===== src/hw/rtl/exponential_range_packer_unit_macros.svh =====
// Assertion helpers for the range packer.
`ifndef EXPONENTIAL_RANGE_PACKER_UNIT_MACROS_SVH
`define EXPONENTIAL_RANGE_PACKER_UNIT_MACROS_SVH

// same-cycle implication
`define ERP_ASSERT_IMP(lbl, clk, rstn, ante, cons, msg) \
    lbl: assert property (@(posedge clk) disable iff (!rstn) (ante) |-> (cons)) \
        else $error(msg);

// next-cycle implication
`define ERP_ASSERT_NXT(lbl, clk, rstn, ante, cons, msg) \
    lbl: assert property (@(posedge clk) disable iff (!rstn) (ante) |=> (cons)) \
        else $error(msg);

`endif


===== src/hw/rtl/erp_pkg.sv =====
package erp_pkg;

    localparam int unsigned ERP_WORD_BITS = 32;
    localparam int unsigned ERP_CELLS     = 64;

    typedef enum logic [1:0] {
        CFG_MIN_VALUE    = 2'd0,
        CFG_VALUE_RANGE  = 2'd1,
        CFG_MAX_EXPONENT = 2'd2,
        CFG_TOTAL_BITS   = 2'd3
    } cfg_idx_t;

    localparam logic [1:0] ST_OK   = 2'd0;
    localparam logic [1:0] ST_UP   = 2'd1;
    localparam logic [1:0] ST_DOWN = 2'd2;

    // configuration with the derived quantities worked out once
    typedef struct packed {
        logic [31:0] min_value;
        logic [31:0] range_eff;
        logic [31:0] maxnorm;
        logic [4:0]  max_exp;
        logic [2:0]  eb;
        logic [5:0]  mb;
        logic [31:0] exp_mask;
        logic [31:0] man_mask;
    } erp_cfg_t;

    // one request as it travels the divider chain
    typedef struct packed {
        logic        valid;
        logic        unpack;
        logic        below;
        logic        sat;
        logic        ovf;
        logic [31:0] rem;
        logic [63:0] quo;
        logic [63:0] dvd;
    } erp_lane_t;

    function automatic logic [2:0] bit_len5(input logic [4:0] x);
        logic [2:0] n;
        n = 3'd0;
        for (int i = 0; i < 5; i++) begin
            if (x[i]) begin
                n = 3'(i + 1);
            end
        end
        return n;
    endfunction

endpackage


===== src/hw/rtl/erp_cell.sv =====
module erp_cell (
    input  logic               aclk,
    input  logic               aresetn,
    input  logic               en,
    input  erp_pkg::erp_lane_t lane_in,
    input  erp_pkg::erp_cfg_t  cfg,
    output erp_pkg::erp_lane_t lane_out
);
    import erp_pkg::*;

    // one restoring division step: one dividend bit in, one quotient bit out
    logic      valid_reg;
    erp_lane_t lane_reg, lane_next;
    logic [31:0] divisor;
    logic [32:0] trial, trial_sub;
    logic        take;

    always_comb begin
        divisor   = lane_in.unpack ? cfg.maxnorm : cfg.range_eff;
        trial     = {lane_in.rem, lane_in.dvd[63]};
        trial_sub = trial - {1'b0, divisor};
        take      = trial >= {1'b0, divisor};
        lane_next     = lane_in;
        lane_next.rem = take ? trial_sub[31:0] : trial[31:0];
        lane_next.quo = {lane_in.quo[62:0], take};
        lane_next.dvd = {lane_in.dvd[62:0], 1'b0};
    end

    always_ff @(posedge aclk) begin
        if (!aresetn) begin
            valid_reg <= 1'b0;
        end else if (en) begin
            valid_reg <= lane_in.valid;
        end
    end

    always_ff @(posedge aclk) begin
        if (en) begin
            lane_reg <= lane_next;
        end
    end

    always_comb begin
        lane_out       = lane_reg;
        lane_out.valid = valid_reg;
    end

endmodule


===== config.mk =====
export PLATFORM = sky130hd
export DESIGN_NAME = erp_cell
export DESIGN_NICKNAME = d
export VERILOG_FILES = /design/src/hw/rtl/exponential_range_packer_unit_macros.svh /design/src/hw/rtl/erp_pkg.sv /design/src/hw/rtl/erp_cell.sv
export SDC_FILE = /design/constraint.sdc
export NUM_CORES = 1
export LEC_CHECK = 0
export BUFFER_PORTS_ARGS = -buffer_cell sky130_fd_sc_hd__buf_2
export CAP_MARGIN = 15
export CORE_AREA = 2 2 199 201
export CTS_CLUSTER_SIZE = 20
export DETAILED_ROUTE_END_ITERATION = 8
export DIE_AREA = 0 0 201 203
export GPL_TIMING_DRIVEN = 0
export SETUP_SLACK_MARGIN = 0.2
export SKIP_LAST_GASP = 1
export SLEW_MARGIN = 30
export SYNTH_ARGS = -nofsm -noshare
export SYNTH_HDL_FRONTEND = slang
export SYNTH_SLANG_ARGS = --single-unit

===== constraint.sdc =====
create_clock -name aclk -period 3.5 [get_ports aclk]
set_clock_uncertainty 0.1 [all_clocks]
set_input_delay 0.35 -clock aclk [delete_from_list [all_inputs] [get_ports aclk]]
set_output_delay 0.35 -clock aclk [all_outputs]
set_load 0.05 [all_outputs]

==> results.py, run 1 <==
metrics = {
    "min_path": {
        "worstHoldPathType": "primary input to flop",
    },
    "floorplanning": {
        "num_io_pins": 507,
        "placement_rows": 72,
        "dieWidth_um": 201,
        "die_y_um": 203,
        "coreArea_um2": 38500,
        "dieArea_um2": 40800,
        "start_util_pct": 19.7,
    },
    "flow_run": {
        "cap_violations": 0,
    },
    "outcome": {
        "status": "completed",
    },
    "global_route": {
        "track_usage_pct": 14.2,
        "grt_pass1_wl_um": 42100,
        "gr-total-overflow": 0,
        "grt_pass1_vias": 6725,
        "grt_antenna_before_repair": 9,
        "grt_max_degree": 87,
    },
    "logic_synthesis": {
        "yosysTopAreaCell": "edfxtp_1",
        "ys_seq_area_share_pct": 64.9,
        "synth_cells": 515,
        "syn_area_um2": 7570,
        "ys_seq_elements": 164,
        "ys_warn_count": 0,
        "synthArstFlopShare_pct": 0,
        "synth_area_leaders": "edfxtp_1 (65%), ha_1 (5.3%), mux2i_1 (4.5%)",
        "synth.most_common_cell": "edfxtp_1",
        "synth_top_cell_area_share_pct": 64.6,
        "synth_edf_count": 163,
        "synthTopCellsByCount": "edfxtp_1 (163), a21oi_1 (36), mux2i_1 (34)",
        "ys.flop_type": "edfxtp_1",
        "synth_fp_nets": 890,
        "synth.distinct_cells": 60,
        "syn_area_per_cell_um2": 14.7,
    },
    "clock_network": {
        "cts.sinks": 164,
        "clk_pin_slew_ns": 0.07,
        "htreeDepth": 4,
        "cts_buffer_depth": 2,
        "clock_latency_ns": 0.45,
        "root_buffer": "clkbuf_16",
        "cts_tree": "yes",
        "numCtsBuffers": 17,
    },
    "setup_path": {
        "cp.required_ns": 3.60,
        "cp.arrival_ns": 3.36,
        "worstSetupPathType": "primary input to flop",
        "worstSetupStartpointType": "primary input",
        "critPathCaptureType": "flop",
        "path_max_fanout": 8,
    },
    "layout": {
        "syn2layout_area_growth_pct": 70.6,
        "drive_gt1_share_pct": 49.3,
        "largest_reg_flops": 163,
        "fin_nets": 1455,
        "fin_area_um2": 12900,
    },
    "power": {
        "power_frac_seq_pct": 36.8,
        "worst_ir_drop_vdd_mv": 0.335,
        "cellLeakagePower_uw": 0.00551,
        "pwr-share-comb_pct": 32.3,
        "power.density_nw_per_um2": 515,
        "p_int_uw": 4330,
        "pwr-share-clk_pct": 30.8,
        "switching_share_pct": 34.8,
        "p_sw_uw": 2320,
    },
    "route": {
        "wire_per_inst_um": 18.8,
        "num_vias": 6519,
        "drc": 0,
        "drt-initial-drc-count": 245,
        "viasPerCell": 4.04,
        "dr.pass1.iters": 7,
        "route.antenna.remaining_nets": 0,
        "wl_um": 30300,
    },
    "place": {
        "detailed_place_hpwl_um": 22100,
        "io_buffers": 394,
        "globalplace.congestion": 0.823,
        "place_ws_ns": -1.16,
        "place_area_um2": 10300,
    },
    "sta": {
        "hold_viol_final": 0,
        "fin_crit_sh_pct": 93.2,
        "finalSetupViolCount": 0,
        "fmax_mhz": 307,
        "rsz0062_at_grt": "true",
        "setup_ws_ns": 0.238,
        "setup_tns_ns": 0,
        "worst_pin_slew_ns": 0.652,
        "slew_headroom_pct": 56.5,
        "period_minus_slack_ns": 3.26,
        "drv_slew": 0,
    },
}
==> layer usage <==
metal  global-route usage (%)  routed length, µm  share of wire (%)
met1                     15.8              11800                 39
met5                        0                 93               0.31
met3                     5.01               2250                7.4
met4                     6.77                749                2.5
met2                     24.3              15400                 51
==> critical path, cell delays in order <==
cell and delay, ns:
buf_8 0.10, clkbuf_16 0.17, buf_16 0.16, mux2i_4 0.20, ha_4 0.28, buf_8 0.10
nand2_2 0.05, or4_4 0.56, nor2_4 0.16, a21boi_2 0.07, a2bb2oi_2 0.14, a21o_1 0.19
a31oi_4 0.17, buf_6 0.17, buf_12 0.14, mux2_1 0.32
==> final timing paths <==
| check | startpoint | slack [ns] | cells after the start | end |
|---|---|---|---|---|
| worst max register to register | valid_reg | 2.81 | 2 | valid_reg |
| worst min register to register | valid_reg | 0.43 | 2 | valid_reg |
| worst min-delay path | lane_in[164] | 0.06 | 3 | valid_reg |
| worst max-delay path | lane_in[163] | 0.24 | 16 | lane_out[156] |
==> cell type report <==
type	instances	area (µm²)
Antenna cell	2	5.00
Buffer	21	249
Clock buffer	17	425
Clock inverter	15	215
Fill cell	3803	25600
Inverter	10	37.5
Multi-Input combinational cell	320	2890
Sequential cell	164	4910
Tap cell	518	648
Timing Repair Buffer	546	3530
==> power by group through the flow <==
stage	registers (µW)	logic, µW	clock network [µW]
floorplan	3190	558	0
global placement	2500	1820	0
detailed placement	2490	1830	0
CTS	2450	2030	2130
global route	2470	2280	2190
finish	2450	2150	2050
==> stage by stage <==
step | instances | power [µW] | utilization [%] | hold slack, ns
finish | 1613 | 6650 | 33.6 | 0.0600
global route | 1613 | 6940 | 33.6 | 0.0755
CTS | 1602 | 6610 | 32.5 | 0.0233
detailed placement | 1428 | 4320 | 26.9 | 0.424
global placement | 1427 | 4310 | 26.8 | 0.399
floorplan | 515 | 3750 | - | 0.349
==> cell families after synthesis <==
family | Yosys count | share of synthesized area (%)
mux | 66 | 9.25
flops | 164 | 64.9
fa+ha+maj | 33 | 5.55
xor+xnor | 27 | 3.12
buf+inv | 31 | 1.95
simple gates | 80 | 5.19
other cells | 1 | 0.0495
compound gates | 113 | 9.98
==> cell usage in the layout (no fill, tap or decap), types with 4 or more instances in the layout <==
cell             n
clkbuf_2         6
dlygate4sd3_1  131
nand2_2          4
clkbuf_16       22
o21ai_1          4
o21ai_0          9
ha_4             4
nor3_1           6
xor2_1           9
nand4_1          7
buf_4           19
inv_6            6
buf_2          392
mux2_2           8
mux2i_2          6
inv_1           10
nand3_1          4
o211ai_1         4
edfxtp_1       163
o31ai_1          4
buf_8            4
nand2b_1         6
nand2_1         21
mux2i_4          5
xnor2_1         18
a21oi_1         32
nor2b_1          5
mux2_4          17
mux2_1           7
ha_1            26
mux2i_1         23
o21bai_1         5
a21o_1          14
nor2_1          17
==> what timing repair did <==
item,CTS,global route
endpoints found under the setup margin,33,32
cloned,0,3
pin swaps,5,9
hold buffers,131,0
hold endpoints to repair,131,0
resized for setup,30,71
setup buffers,11,6
No activity file was read; power rests on OpenSTA's default activity.
==> run 2: changes to the inputs <==
ABC_AREA = 1   (was default)
CORE_AREA = 2 2 198 200   (was 2 2 199 201)
DIE_AREA = 0 0 200 202   (was 0 0 201 203)
==> run 2 against run 1 <==
Synthesized cell count rose by 61%; flip-flop and latch count did not move; combinational power is 9.8% lower; via count is 15% higher; area after synthesis is 11% higher; count of clock-buffer cells in the layout is 2 higher; largest cell class unchanged; non-clock buffer count is 27 lower; power fell by 8.2%; clock power is 16% lower; global-route usage up 2.4 points; critical path depth is 1 lower.
==> results.py, run 2 <==
metrics = {
    "sta": {
        "period_minus_slack_ns": 3.08,
        "drv_slew": 0,
        "holdWs_ns": 0.0424,
        "rsz0062_at_grt": "false",
        "slew_headroom_pct": 57.9,
        "finalSetupViolCount": 0,
        "setup_ws_ns": 0.423,
        "hold_viol_final": 0,
        "setup_tns_ns": 0,
        "fin_crit_sh_pct": 87.9,
        "worst_pin_slew_ns": 0.631,
        "fmax_mhz": 325,
    },
    "clock_network": {
        "htreeDepth": 4,
        "clk_pin_slew_ns": 0.06,
        "root_buffer": "clkbuf_16",
        "numCtsBuffers": 17,
        "cts_tree": "yes",
        "postCtsSetupBuffers": 0,
        "cts.sinks": 164,
        "clock_latency_ns": 0.44,
        "cts_buffer_depth": 2,
    },
    "setup_path": {
        "worstSetupStartpointType": "primary input",
        "critPathCaptureType": "flop",
        "worstSetupPathType": "primary input to flop",
        "timing.rr.start": "valid_reg",
        "slowest_delay_ns": 0.48,
        "reg2reg_setup_slack_ns": 2.71,
        "cpMostUsedCell": "nand2_1",
        "ff2ff_path_depth": 2,
        "crit_end": "lane_out[155]",
        "cp.arrival_ns": 3.17,
        "cp.required_ns": 3.59,
        "path_max_fanout": 10,
        "cp_cell_sequence": "buf_2 > clkbuf_1 > clkbuf_4 > mux2i_1 > ha_1 > nand2_1 > nor2_1 > nand2_1 > nor2_1 > nand2_1 > nand3_2 > nor2_4 > buf_2 > nand3_1 > nand2_1",
        "critPathLaunch": "lane_in[163]",
        "r2r-end": "valid_reg",
        "critPathSlowestCell": "mux2i_1",
    },
    "floorplanning": {
        "placement_rows": 72,
        "dieWidth_um": 200,
        "num_io_pins": 507,
        "dieArea_um2": 40400,
        "die_y_um": 202,
        "start_util_pct": 21.9,
        "coreArea_um2": 38300,
    },
    "logic_synthesis": {
        "ys_seq_elements": 164,
        "synthArstFlopShare_pct": 0,
        "syn_area_per_cell_um2": 10.1,
        "synth_cells": 831,
        "ys.flop_type": "edfxtp_1",
        "syn_area_um2": 8380,
        "ys_seq_area_share_pct": 58.6,
        "synth_edf_count": 163,
        "synth_area_leaders": "edfxtp_1 (58%), nand2_1 (12%), inv_1 (5.2%)",
        "yosysTopAreaCell": "edfxtp_1",
        "synth.most_common_cell": "nand2_1",
        "synthTopCellsByCount": "nand2_1 (274), edfxtp_1 (163), inv_1 (117)",
        "synth_fp_nets": 1206,
        "synth.distinct_cells": 36,
        "synth_top_cell_area_share_pct": 58.4,
        "ys_warn_count": 0,
    },
    "global_route": {
        "grt_pass1_wl_um": 47800,
        "grt_pass1_vias": 7771,
        "grt_antenna_before_repair": 2,
        "track_usage_pct": 16.6,
        "grt_max_degree": 87,
        "gr-total-overflow": 0,
    },
    "place": {
        "io_buffers": 394,
        "place_ws_ns": -0.242,
        "detailed_place_hpwl_um": 27300,
        "globalplace.congestion": 0.855,
    },
    "layout": {
        "final_core_util_pct": 33.6,
        "fin_nets": 1749,
        "final_cell_mix": "buf_2 (401), nand2_1 (274), edfxtp_1 (163)",
        "drive_gt1_share_pct": 34.1,
        "largest_reg_flops": 163,
        "final_common_cell": "buf_2",
        "syn2layout_area_growth_pct": 53.4,
        "fillerInstances": 3942,
    },
    "route": {
        "viasPerCell": 3.93,
        "wl_um": 34100,
        "wire_per_inst_um": 17.9,
        "dr.pass1.iters": 4,
        "num_vias": 7493,
        "drt-initial-drc-count": 345,
        "drc": 0,
        "route.antenna.remaining_nets": 0,
    },
    "power": {
        "p_int_uw": 3850,
        "pwr-share-clk_pct": 28.2,
        "worst_ir_drop_vdd_mv": 0.314,
        "cellLeakagePower_uw": 0.00623,
        "p_sw_uw": 2250,
        "power.density_nw_per_um2": 475,
        "switching_share_pct": 36.8,
        "power_frac_seq_pct": 40.0,
        "pwr-share-comb_pct": 31.9,
    },
    "min_path": {
        "worstHoldPathType": "primary input to flop",
    },
    "flow_run": {
        "cap_violations": 0,
    },
    "outcome": {
        "status": "completed",
    },
}
run 2: cell count changes in the layout (fill, tap and decap cells not counted), moves of 17 or more:
cell / before / now
inv_1: 10 / 117
xnor2_1: 18 / 1
buf_4: 19 / 2
nand2_1: 21 / 274
nand3_2: 0 / 17
nand3_1: 4 / 53
mux2_4: 17 / 0
nor2_1: 17 / 37
run 2: power by group through the flow:
stage | Combinational [µW] | Clock, µW | Sequential (µW)
after floorplan | 563 | 0 | 3150
after global placement | 1840 | 0 | 2480
after detailed placement | 1850 | 0 | 2480
after CTS | 1980 | 1790 | 2440
after global routing | 2100 | 1860 | 2460
final | 1940 | 1720 | 2440
run 2: cell families after synthesis:
family | Yosys count | share of synthesized area, %
adder cells (fa/ha/maj) | 33 | 5.02
other | 1 | 0.0447
multiplexers | 31 | 3.72
XOR/XNOR | 14 | 1.46
AO/OA/AOI/OAI | 28 | 1.76
flip-flops | 164 | 58.6
AND/OR/NAND/NOR | 421 | 22.5
buffers and inverters | 139 | 6.87
run 2: timing repair:
action / 4_1_cts / 5_1_grt
setup endpoints to repair: 0 / 30
hold buffers: 129 / 0
resized for setup: 0 / 3
endpoints found under the hold margin: 129 / 0
run 2: layer usage:
layer	up-vias	global-route usage (%)	wire length, µm
li1	3814	-	-
met1	3409	18.5	13600
met2	242	30.3	17400
met3	28	4.67	2330
met4	0	5.45	804
met5	-	0	0
run 2: stage by stage:
stage	total power, µW	instance area [µm²]	instances
3_5_place_dp	4330	11000	1744
4_1_cts	6210	12800	1905
5_1_grt	6420	12900	1906
6_report	6100	12900	1907
3_3_place_gp	4330	11000	1743
2_1_floorplan	3710	8380	831
run 2: area by class of cell:
type                            count  area (µm²)  area share, %
Antenna cell                        2        5.00         0.0389
Buffer                             16         120          0.934
Clock buffer                       19         433           3.37
Clock inverter                     13        82.6          0.642
Inverter                          123         462           3.59
Multi-Input combinational cell    528        2890           22.5
Sequential cell                   164        4910           38.2
Tap cell                          518         648           5.04
Timing Repair Buffer              524        3300           25.7
run 2: worst min path at each step:
stage                      startpoint      endpoint  slack [ns]  cells after the start
final                     lane_in[23]  lane_out[24]        0.04                      1
after global placement     lane_in[8]   lane_out[9]        0.43                      1
after CTS                     aresetn     valid_reg        0.02                      3
after detailed placement  lane_in[30]  lane_out[31]        0.43                      1
after global routing      lane_in[23]  lane_out[24]        0.02                      1
after floorplan                    en     valid_reg        0.34                      1
run 2: worst max-delay path, delay by kind of cell:
kind / cells / cell delay [ns]
adder cells (fa/ha/maj): 1 / 0.27
buffers and inverters: 4 / 0.86
AND/OR/NAND/NOR: 9 / 1.17
multiplexers: 1 / 0.48
