===== src/hw/rtl/exponential_range_packer_unit_macros.svh =====
// Assertion helpers for the range packer.
`ifndef EXPONENTIAL_RANGE_PACKER_UNIT_MACROS_SVH
`define EXPONENTIAL_RANGE_PACKER_UNIT_MACROS_SVH

// same-cycle implication
`define ERP_ASSERT_IMP(lbl, clk, rstn, ante, cons, msg) \
    lbl: assert property (@(posedge clk) disable iff (!rstn) (ante) |-> (cons)) \
        else $error(msg);

// next-cycle implication
`define ERP_ASSERT_NXT(lbl, clk, rstn, ante, cons, msg) \
    lbl: assert property (@(posedge clk) disable iff (!rstn) (ante) |=> (cons)) \
        else $error(msg);

`endif


===== src/hw/rtl/erp_pkg.sv =====
package erp_pkg;

    localparam int unsigned ERP_WORD_BITS = 32;
    localparam int unsigned ERP_CELLS     = 64;

    typedef enum logic [1:0] {
        CFG_MIN_VALUE    = 2'd0,
        CFG_VALUE_RANGE  = 2'd1,
        CFG_MAX_EXPONENT = 2'd2,
        CFG_TOTAL_BITS   = 2'd3
    } cfg_idx_t;

    localparam logic [1:0] ST_OK   = 2'd0;
    localparam logic [1:0] ST_UP   = 2'd1;
    localparam logic [1:0] ST_DOWN = 2'd2;

    // configuration with the derived quantities worked out once
    typedef struct packed {
        logic [31:0] min_value;
        logic [31:0] range_eff;
        logic [31:0] maxnorm;
        logic [4:0]  max_exp;
        logic [2:0]  eb;
        logic [5:0]  mb;
        logic [31:0] exp_mask;
        logic [31:0] man_mask;
    } erp_cfg_t;

    // one request as it travels the divider chain
    typedef struct packed {
        logic        valid;
        logic        unpack;
        logic        below;
        logic        sat;
        logic        ovf;
        logic [31:0] rem;
        logic [63:0] quo;
        logic [63:0] dvd;
    } erp_lane_t;

    function automatic logic [2:0] bit_len5(input logic [4:0] x);
        logic [2:0] n;
        n = 3'd0;
        for (int i = 0; i < 5; i++) begin
            if (x[i]) begin
                n = 3'(i + 1);
            end
        end
        return n;
    endfunction

endpackage


===== src/hw/rtl/erp_back.sv =====
module erp_back (
    input  logic               aclk,
    input  logic               aresetn,
    input  logic               en,
    input  erp_pkg::erp_lane_t lane_in,
    input  erp_pkg::erp_cfg_t  cfg,
    output logic               out_valid,
    output logic [31:0]        packed_result,
    output logic signed [31:0] value_result,
    output logic [1:0]         status
);
    import erp_pkg::*;

    // stage 1: exponent from the quotient's leading one, unpack value
    logic        e1_valid_reg, e1_unpack_reg, e1_below_reg, e1_sat_reg;
    logic [4:0]  e1_k_reg;
    logic [63:0] e1_quo_reg;
    logic [31:0] e1_val_reg;
    logic [4:0]  k_next;
    logic [33:0] rq;
    logic [35:0] sum36;
    logic        vsat;
    logic [31:0] val_next;

    always_comb begin
        k_next = 5'd0;
        for (int i = 0; i < 32; i++) begin
            if (lane_in.quo[32 + i]) begin
                k_next = 5'(i);
            end
        end
        rq    = lane_in.quo[33:0];
        sum36 = {{4{cfg.min_value[31]}}, cfg.min_value} + {2'b0, rq};
        // sum can't go below the 32-bit minimum, only above the maximum
        vsat  = lane_in.ovf || (rq > 34'h2_0000_0000)
                || (!sum36[35] && (sum36[34:31] != 4'd0));
        val_next = vsat ? 32'h7FFF_FFFF : sum36[31:0];
    end

    // stage 2: mantissa extraction and word assembly
    logic        out_valid_reg;
    logic [31:0] packed_reg, value_reg;
    logic [1:0]  status_reg;
    logic [6:0]  sh;
    logic [63:0] shifted;
    logic [31:0] man;
    logic [31:0] packed_next, value_next;
    logic [1:0]  status_next;

    always_comb begin
        sh      = 7'd32 + {2'b0, e1_k_reg} - {1'b0, cfg.mb};
        shifted = e1_quo_reg >> sh;
        man     = shifted[31:0] & cfg.man_mask;
        packed_next = 32'd0;
        value_next  = 32'd0;
        status_next = ST_OK;
        if (e1_unpack_reg) begin
            value_next = e1_val_reg;
        end else if (e1_below_reg) begin
            status_next = ST_UP;
        end else if (e1_sat_reg) begin
            packed_next = ({27'b0, cfg.max_exp} & cfg.exp_mask) | (cfg.man_mask << cfg.eb);
            status_next = ST_DOWN;
        end else begin
            packed_next = ({27'b0, e1_k_reg} & cfg.exp_mask) | (man << cfg.eb);
        end
    end

    always_ff @(posedge aclk) begin
        if (!aresetn) begin
            e1_valid_reg  <= 1'b0;
            out_valid_reg <= 1'b0;
        end else if (en) begin
            e1_valid_reg  <= lane_in.valid;
            out_valid_reg <= e1_valid_reg;
        end
    end

    always_ff @(posedge aclk) begin
        if (en) begin
            e1_unpack_reg <= lane_in.unpack;
            e1_below_reg  <= lane_in.below;
            e1_sat_reg    <= lane_in.sat;
            e1_k_reg      <= k_next;
            e1_quo_reg    <= lane_in.quo;
            e1_val_reg    <= val_next;
            packed_reg    <= packed_next;
            value_reg     <= value_next;
            status_reg    <= status_next;
        end
    end

    assign out_valid     = out_valid_reg;
    assign packed_result = packed_reg;
    assign value_result  = value_reg;
    assign status        = status_reg;

endmodule


===== config.mk =====
export PLATFORM = sky130hd
export DESIGN_NAME = erp_back
export DESIGN_NICKNAME = d
export VERILOG_FILES = /design/src/hw/rtl/exponential_range_packer_unit_macros.svh /design/src/hw/rtl/erp_pkg.sv /design/src/hw/rtl/erp_back.sv
export SDC_FILE = /design/constraint.sdc
export NUM_CORES = 1
export LEC_CHECK = 0
export BUFFER_PORTS_ARGS = -buffer_cell sky130_fd_sc_hd__buf_2
export CORE_ASPECT_RATIO = 1.25
export CORE_MARGIN = 2
export CORE_UTILIZATION = 58
export CTS_BUF_LIST = sky130_fd_sc_hd__clkbuf_4 sky130_fd_sc_hd__clkbuf_8 sky130_fd_sc_hd__clkbuf_16
export CTS_CLUSTER_DIAMETER = 200
export DETAILED_ROUTE_END_ITERATION = 10
export GPL_TIMING_DRIVEN = 0
export HOLD_SLACK_MARGIN = 0.12
export PLACE_DENSITY = 0.87
export SKIP_CTS_REPAIR_TIMING = 1
export SLEW_MARGIN = 20
export SYNTH_ARGS = -nofsm -noshare
export SYNTH_HDL_FRONTEND = slang
export SYNTH_SLANG_ARGS = --single-unit
export TNS_END_PERCENT = 100

===== constraint.sdc =====
create_clock -name aclk -period 10.8 [get_ports aclk]
set_input_delay 1.08 -clock aclk [delete_from_list [all_inputs] [get_ports aclk]]
set_output_delay 1.08 -clock aclk [all_outputs]
set_load 0.05 [all_outputs]

==> results of run 1 <==
placed cells by master, fill, tap and decap left out, types with 43 or more instances in the layout:
| master | instances |
|---|---|
| edfxtp_1 | 170 |
| nand2_1 | 151 |
| o21ai_0 | 63 |
| clkbuf_1 | 43 |
| mux4_2 | 57 |
| nor2_1 | 103 |
| mux2i_1 | 127 |
| buf_2 | 235 |
| a21oi_1 | 90 |
| nand3_1 | 63 |
report_power, final:
| group | total (mW) | switching (mW) | internal (mW) |
|---|---|---|---|
| clock network | 0.651 | 0.334 | 0.317 |
| registers | 0.824 | 0.0316 | 0.793 |
| logic | 1.34 | 0.859 | 0.476 |
cell families after synthesis:
logic type,after synthesis,synth area share
xor+xnor,28,0.0183
simple gates,470,0.151
mux,216,0.200
fa+ha+maj,42,0.0370
flops,172,0.352
compound gates,406,0.191
buf+inv,143,0.0498
worst max path at each step:
stage | start | slack [ns] | end
CTS | cfg[64] | 5.40 | packed_result[8]
finish | cfg[64] | 5.09 | packed_result[8]
global route | cfg[64] | 4.98 | packed_result[7]
floorplan | cfg[64] | 6.36 | packed_result[30]
global placement | cfg[64] | 4.89 | packed_result[8]
detailed placement | cfg[64] | 5.02 | packed_result[8]
cells in the mapped netlist (6+ instances only):
master    count
nand2b_1     10
nor3_1       32
a211oi_1     30
buf_6        15
a31oi_1      17
nor2b_1      15
buf_4        15
nand2_1     151
o21ai_0      63
and3_1        8
a21oi_1      90
o211ai_1     19
mux2i_1     127
mux4_2       57
o211a_1       6
xor2_1       14
buf_2        17
nor4_1       14
clkbuf_1     43
and2_1       35
ha_1         40
o21ai_1      14
a221oi_1     11
o21a_1       14
mux2_2       31
buf_1         8
a22oi_1       7
o22ai_1      18
edfxtp_1    170
a211o_1       7
nand3_1      63
o31ai_1       9
nor2_1      103
xnor2_1      11
a21o_1       27
inv_1        42
nand4_1      14
area by class of cell:
cell class | instances | area, um2 | area share
tap | 330 | 413 | 0.0246
multi-input combinational | 1162 | 8720 | 0.521
clock inverter | 15 | 183 | 0.0109
timing repair buffer | 220 | 1130 | 0.0677
inverter | 45 | 169 | 0.0101
clock buffer | 17 | 425 | 0.0254
sequential | 172 | 5140 | 0.307
buffer | 98 | 558 | 0.0333
metrics by stage:
step                hold WS [ns]  area, um2
floorplan                  0.482      14600
global placement           0.493      16100
detailed placement         0.511      16100
CTS                        0.530      16800
global route               0.546      16800
finish                     0.530      16800
routing by layer:
layer,GRT usage,vias to the layer above,share of wire
li1,-,6212,-
met1,0.514,6880,0.34
met4,0.298,0,0.087
met5,0,-,0
met3,0.0831,354,0.10
met2,0.732,1267,0.47
critical path: stages:
cell and delay (ns):
buf_2 0.10, ha_1 0.19, inv_1 0.07, fa_1 0.43, buf_6 0.17, buf_6 0.16
inv_2 0.17, buf_4 0.27, mux2i_1 0.67, nand2_1 0.10, and3_1 0.22, o21ai_1 0.35
a31oi_1 0.23, o31ai_1 0.66, mux2i_1 0.17, a311oi_1 0.80
==> flow_summary.json, run 1 <==
{
  "run_status": "finished, final reports clean",
  "h-tree-depth": 4,
  "synth_fp_nets": 1861,
  "synth_top_area_frac": 0.350,
  "place.gp.congestion": 1.10,
  "r2r_cells": 16,
  "grt_max_degree": 113,
  "wl_per_cell_um": 28.6,
  "ant_nets": 0,
  "synth_edf_count": 170,
  "dp_hpwl_mm": 46.2,
  "start_util": 0.594,
  "largest_register_ffs": 64,
  "drtIter0Drc": 2161,
  "hold_viol": 0,
  "cp_max_fo": 10,
  "worst_slew_pin_slew_ns": 1.33,
  "timing.final.max_slew_violations": 0,
  "fillCellCount": 1850,
  "hold_end": "value_result[16]",
  "relSlewSlack": 0.108,
  "via_per_inst": 7.15,
  "synth_cell_type_count": 86,
  "preCtsSetupSlack_ns": 5.02,
  "grt_pass1_wl_mm": 87.5,
  "synth_top_area_cell": "edfxtp_1",
  "clock_skew_ns": 0.0133,
  "crit_required_ns": 10.93,
  "total_power_mw": 2.81,
  "placed_cells": 2027,
  "grt_use_total": 0.439,
  "synthTopCellsByArea": "edfxtp_1, mux4_2, mux2i_1, nand2_1, ha_1",
  "finalCritPeriodShare": 0.529,
  "layout-drive-gt1-share": 0.237,
  "hp-start": "e1_val_reg[16]",
  "ys_seq_area_frac": 0.352,
  "cp_data_arrival_time_ns": 5.84,
  "r2r_slack_ns": 5.26,
  "cts.sink_count": 172,
  "die_x_um": 146,
  "yosysWarnings": 0,
  "dr.pass1.iters": 6,
  "ioPinCount": 409,
  "grt_pass1_vias": 14500,
  "syn2layout_area_growth_pct": 14.8,
  "cts_tree": "built",
  "fp.coreArea_um2": 24600,
  "num_rows": 64,
  "maxCapViolations": 0,
  "antenna_found_initial": 4,
  "critPathLaunchType": "primary input",
  "overflow": 0,
  "criticalPathCategory": "primary input to flop",
  "clk_latency_ns": 0.46,
  "syn_inst": 1477,
  "synth_top_flop_cell": "edfxtp_1",
  "fin_nets": 2100,
  "routed_wl_mm": 58.9,
  "endpoint_kind": "flop",
  "cts.path.max_buffers": 2,
  "vdd.ir_drop.worst_mv": 0.158,
  "setup_viol": 0,
  "rsz0062_at_grt": "false",
  "final_cells": 2059,
  "ys_seq_elements": 172,
  "worstHoldPathCells": 1,
  "finalSetupTns_ns": 0,
  "fin_util": 0.681,
  "vias": 14700,
  "die_h_um": 181,
  "synthArstFlopShare": 0,
  "dieArea_um2": 26500,
  "path_clk_slew_ns": 0.07,
  "cellPowerDensity_nw_per_um2": 168,
  "power_leakage_nw": 6.89,
  "route.detailed.drc": 0,
  "fmax_mhz": 175,
  "io_buffers": 219,
  "setup_ws_ns": 5.09,
  "reg2reg_from": "e1_k_reg[0]",
  "cts_buffers": 17,
  "hp-class": "flop to flop",
  "syn_area_um2": 14600,
  "r2r_end": "packed_result[8]",
  "n_antenna_cell": 0,
  "cts_root_buffer": "clkbuf_16",
  "period_minus_slack_ns": 5.71,
  "syn_avg_cell_area_um2": 9.88
}
No activity file was read; power rests on OpenSTA's default activity.
==> inputs of run 2 (changes only) <==
--- a/config.mk
+++ b/config.mk
@@ -8,13 +8,13 @@
 export BUFFER_PORTS_ARGS = -buffer_cell sky130_fd_sc_hd__buf_2
 export CORE_ASPECT_RATIO = 1.25
 export CORE_MARGIN = 2
-export CORE_UTILIZATION = 58
+export CORE_UTILIZATION = 54
 export CTS_BUF_LIST = sky130_fd_sc_hd__clkbuf_4 sky130_fd_sc_hd__clkbuf_8 sky130_fd_sc_hd__clkbuf_16
 export CTS_CLUSTER_DIAMETER = 200
 export DETAILED_ROUTE_END_ITERATION = 10
 export GPL_TIMING_DRIVEN = 0
 export HOLD_SLACK_MARGIN = 0.12
-export PLACE_DENSITY = 0.87
+export PLACE_DENSITY = 0.82
 export SKIP_CTS_REPAIR_TIMING = 1
 export SLEW_MARGIN = 20
 export SYNTH_ARGS = -nofsm -noshare
==> constraint.sdc (replaced) <==
create_clock -name aclk -period 6 [get_ports aclk]
set_input_delay 0.6 -clock aclk [delete_from_list [all_inputs] [get_ports aclk]]
set_output_delay 0.6 -clock aclk [all_outputs]
set_load 0.05 [all_outputs]
==> run 2 against run 1 <==
Routed wire length shrank 5.3%. Critical path type unchanged. Utilization shrank 5.3 points. Hold slack lost 0.21 ns. Flip-flop and latch count is the same. Register-to-register slack lost 4.0 ns. Via count shrank 4.0%. Sequential power grew 80%. Non-clock buffer count is the same. Largest power group unchanged.
==> flow_summary.json, run 2 (same netlist as run 1, synthesis figures left out) <==
{
  "place.gp.congestion": 1.06,
  "grt_pass1_vias": 13900,
  "routed_wl_mm": 55.8,
  "cts.path.max_buffers": 2,
  "fin_nets": 2100,
  "ant_nets": 0,
  "cts.sink_count": 172,
  "drtIter0Drc": 1403,
  "fmax_mhz": 207,
  "critPathLaunchType": "primary input",
  "layout-drive-gt1-share": 0.237,
  "worst_slew_pin_slew_ns": 1.13,
  "clkPwrFrac": 0.238,
  "combPwrFrac": 0.468,
  "maxCapViolations": 0,
  "finalSetupTns_ns": 0,
  "multi_input_area_um2": 8720,
  "route.detailed.drc": 0,
  "relSlewSlack": 0.240,
  "cp_data_arrival_time_ns": 4.94,
  "vias": 14100,
  "hold_ws_ns": 0.324,
  "hold_viol": 0,
  "final_common_cell": "buf_2",
  "setup_viol": 0,
  "cts_tree": "built",
  "dp_hpwl_mm": 44.7,
  "p_switching_mw": 2.17,
  "r2r_end": "packed_result[30]",
  "n_antenna_cell": 0,
  "num_rows": 67,
  "total_power_mw": 5.03,
  "timing.final.max_slew_violations": 0,
  "io_buffers": 219,
  "start_util": 0.546,
  "cts_buffers": 17,
  "reg2reg_from": "e1_k_reg[0]",
  "criticalPathCategory": "primary input to flop",
  "crit_end": "e1_val_reg[31]",
  "grt_pass1_wl_mm": 83.3,
  "grt_use_total": 0.394,
  "r2r_cells": 13,
  "via_per_inst": 6.81,
  "vdd.ir_drop.worst_mv": 0.278,
  "clock_skew_ns": 0.0152,
  "dr.pass1.iters": 5,
  "h-tree-depth": 4,
  "power_leakage_nw": 6.89,
  "wl_per_cell_um": 26.9,
  "swShare": 0.431,
  "cts_root_buffer": "clkbuf_16",
  "preCtsSetupSlack_ns": 0.982,
  "cellPowerDensity_nw_per_um2": 299,
  "die_x_um": 151,
  "mostFrequentLayoutCells": "buf_2, edfxtp_1, nand2_1, mux2i_1, nor2_1",
  "path_clk_slew_ns": 0.08,
  "seqCellArea_um2": 5140,
  "antenna_found_initial": 0,
  "intPower_mw": 2.86,
  "die_h_um": 188,
  "r2r_slack_ns": 1.22,
  "dieArea_um2": 28400,
  "ioPinCount": 409,
  "largest_register_ffs": 64,
  "overflow": 0,
  "clk_latency_ns": 0.46,
  "power_frac_seq": 0.294,
  "period_minus_slack_ns": 4.84,
  "endpoint_kind": "flop",
  "finalCritPeriodShare": 0.806,
  "fillCellCount": 2234,
  "crit_required_ns": 6.10,
  "cp_max_fo": 5,
  "setup_ws_ns": 1.16,
  "hp-class": "primary input to flop",
  "run_status": "finished, final reports clean",
  "grt_max_degree": 111,
  "rsz0062_at_grt": "false",
  "syn2layout_area_growth_pct": 15.1,
  "cp-startpoint": "lane_in[64]",
  "fp.coreArea_um2": 26700
}
-- run 2: changes by cell type in the layout (fill, tap and decap cells not counted) --
cell        previous run  this run
clkinv_2               1         0
inv_12                 2         4
inv_8                  4         2
clkinvlp_4             0         1
clkinv_8               4         6
inv_6                  2         0
-- run 2: layer usage --
layer,GRT usage,vias to the layer above,part of all wire
li1,-,6211,-
met1,0.478,6702,0.37
met2,0.662,952,0.48
met3,0.0608,262,0.079
met4,0.225,0,0.067
met5,0,-,0
-- run 2: power by group through the flow --
stage	Clock [mW]	Sequential (mW)	Combinational, mW
CTS	1.19	1.48	2.29
finish	1.20	1.48	2.35
global route	1.25	1.49	2.46
detailed placement	0	1.50	2.27
floorplan	0	1.59	1.43
global placement	0	1.50	2.27
-- run 2: per-stage QoR --
| step | area (um2) | cells | util |
|---|---|---|---|
| final | 16800 | 2074 | 0.628 |
| after global placement | 16100 | 2041 | 0.603 |
| after floorplan | 14600 | 1477 | - |
| after CTS | 16800 | 2074 | 0.628 |
| after global routing | 16800 | 2074 | 0.628 |
| after detailed placement | 16200 | 2042 | 0.604 |
-- run 2: worst min-delay path by stage --
stage	from	to	slack [ns]	cells after the start
floorplan	e1_valid_reg	e1_valid_reg	0.48	2
global placement	out_valid	out_valid	0.49	2
detailed placement	e1_val_reg[26]	value_result[26]	0.51	1
CTS	lane_in[161]	e1_sat_reg	0.32	1
global route	lane_in[161]	e1_sat_reg	0.31	1
finish	lane_in[161]	e1_sat_reg	0.32	1
-- run 2: worst max-delay path, cell delays in order --
cell and delay, ns:
buf_2 0.14, ha_1 0.22, inv_1 0.07, fa_1 0.21, nor2b_1 0.06, o21a_1 0.18
o211ai_1 0.21, a31oi_1 0.21, a221o_2 0.49, a31oi_1 0.51, o41a_1 0.27, mux2_2 0.36
a211oi_4 0.48, nor4bb_1 0.90
-- run 2: final cells by class --
cell class	instances	share of cell area
Timing Repair Buffer	220	0.0675
Multi-Input combinational cell	1162	0.519
Sequential cell	172	0.306
Inverter	45	0.0101
Clock buffer	17	0.0253
Tap cell	345	0.0257
Buffer	98	0.0332
Clock inverter	15	0.0125
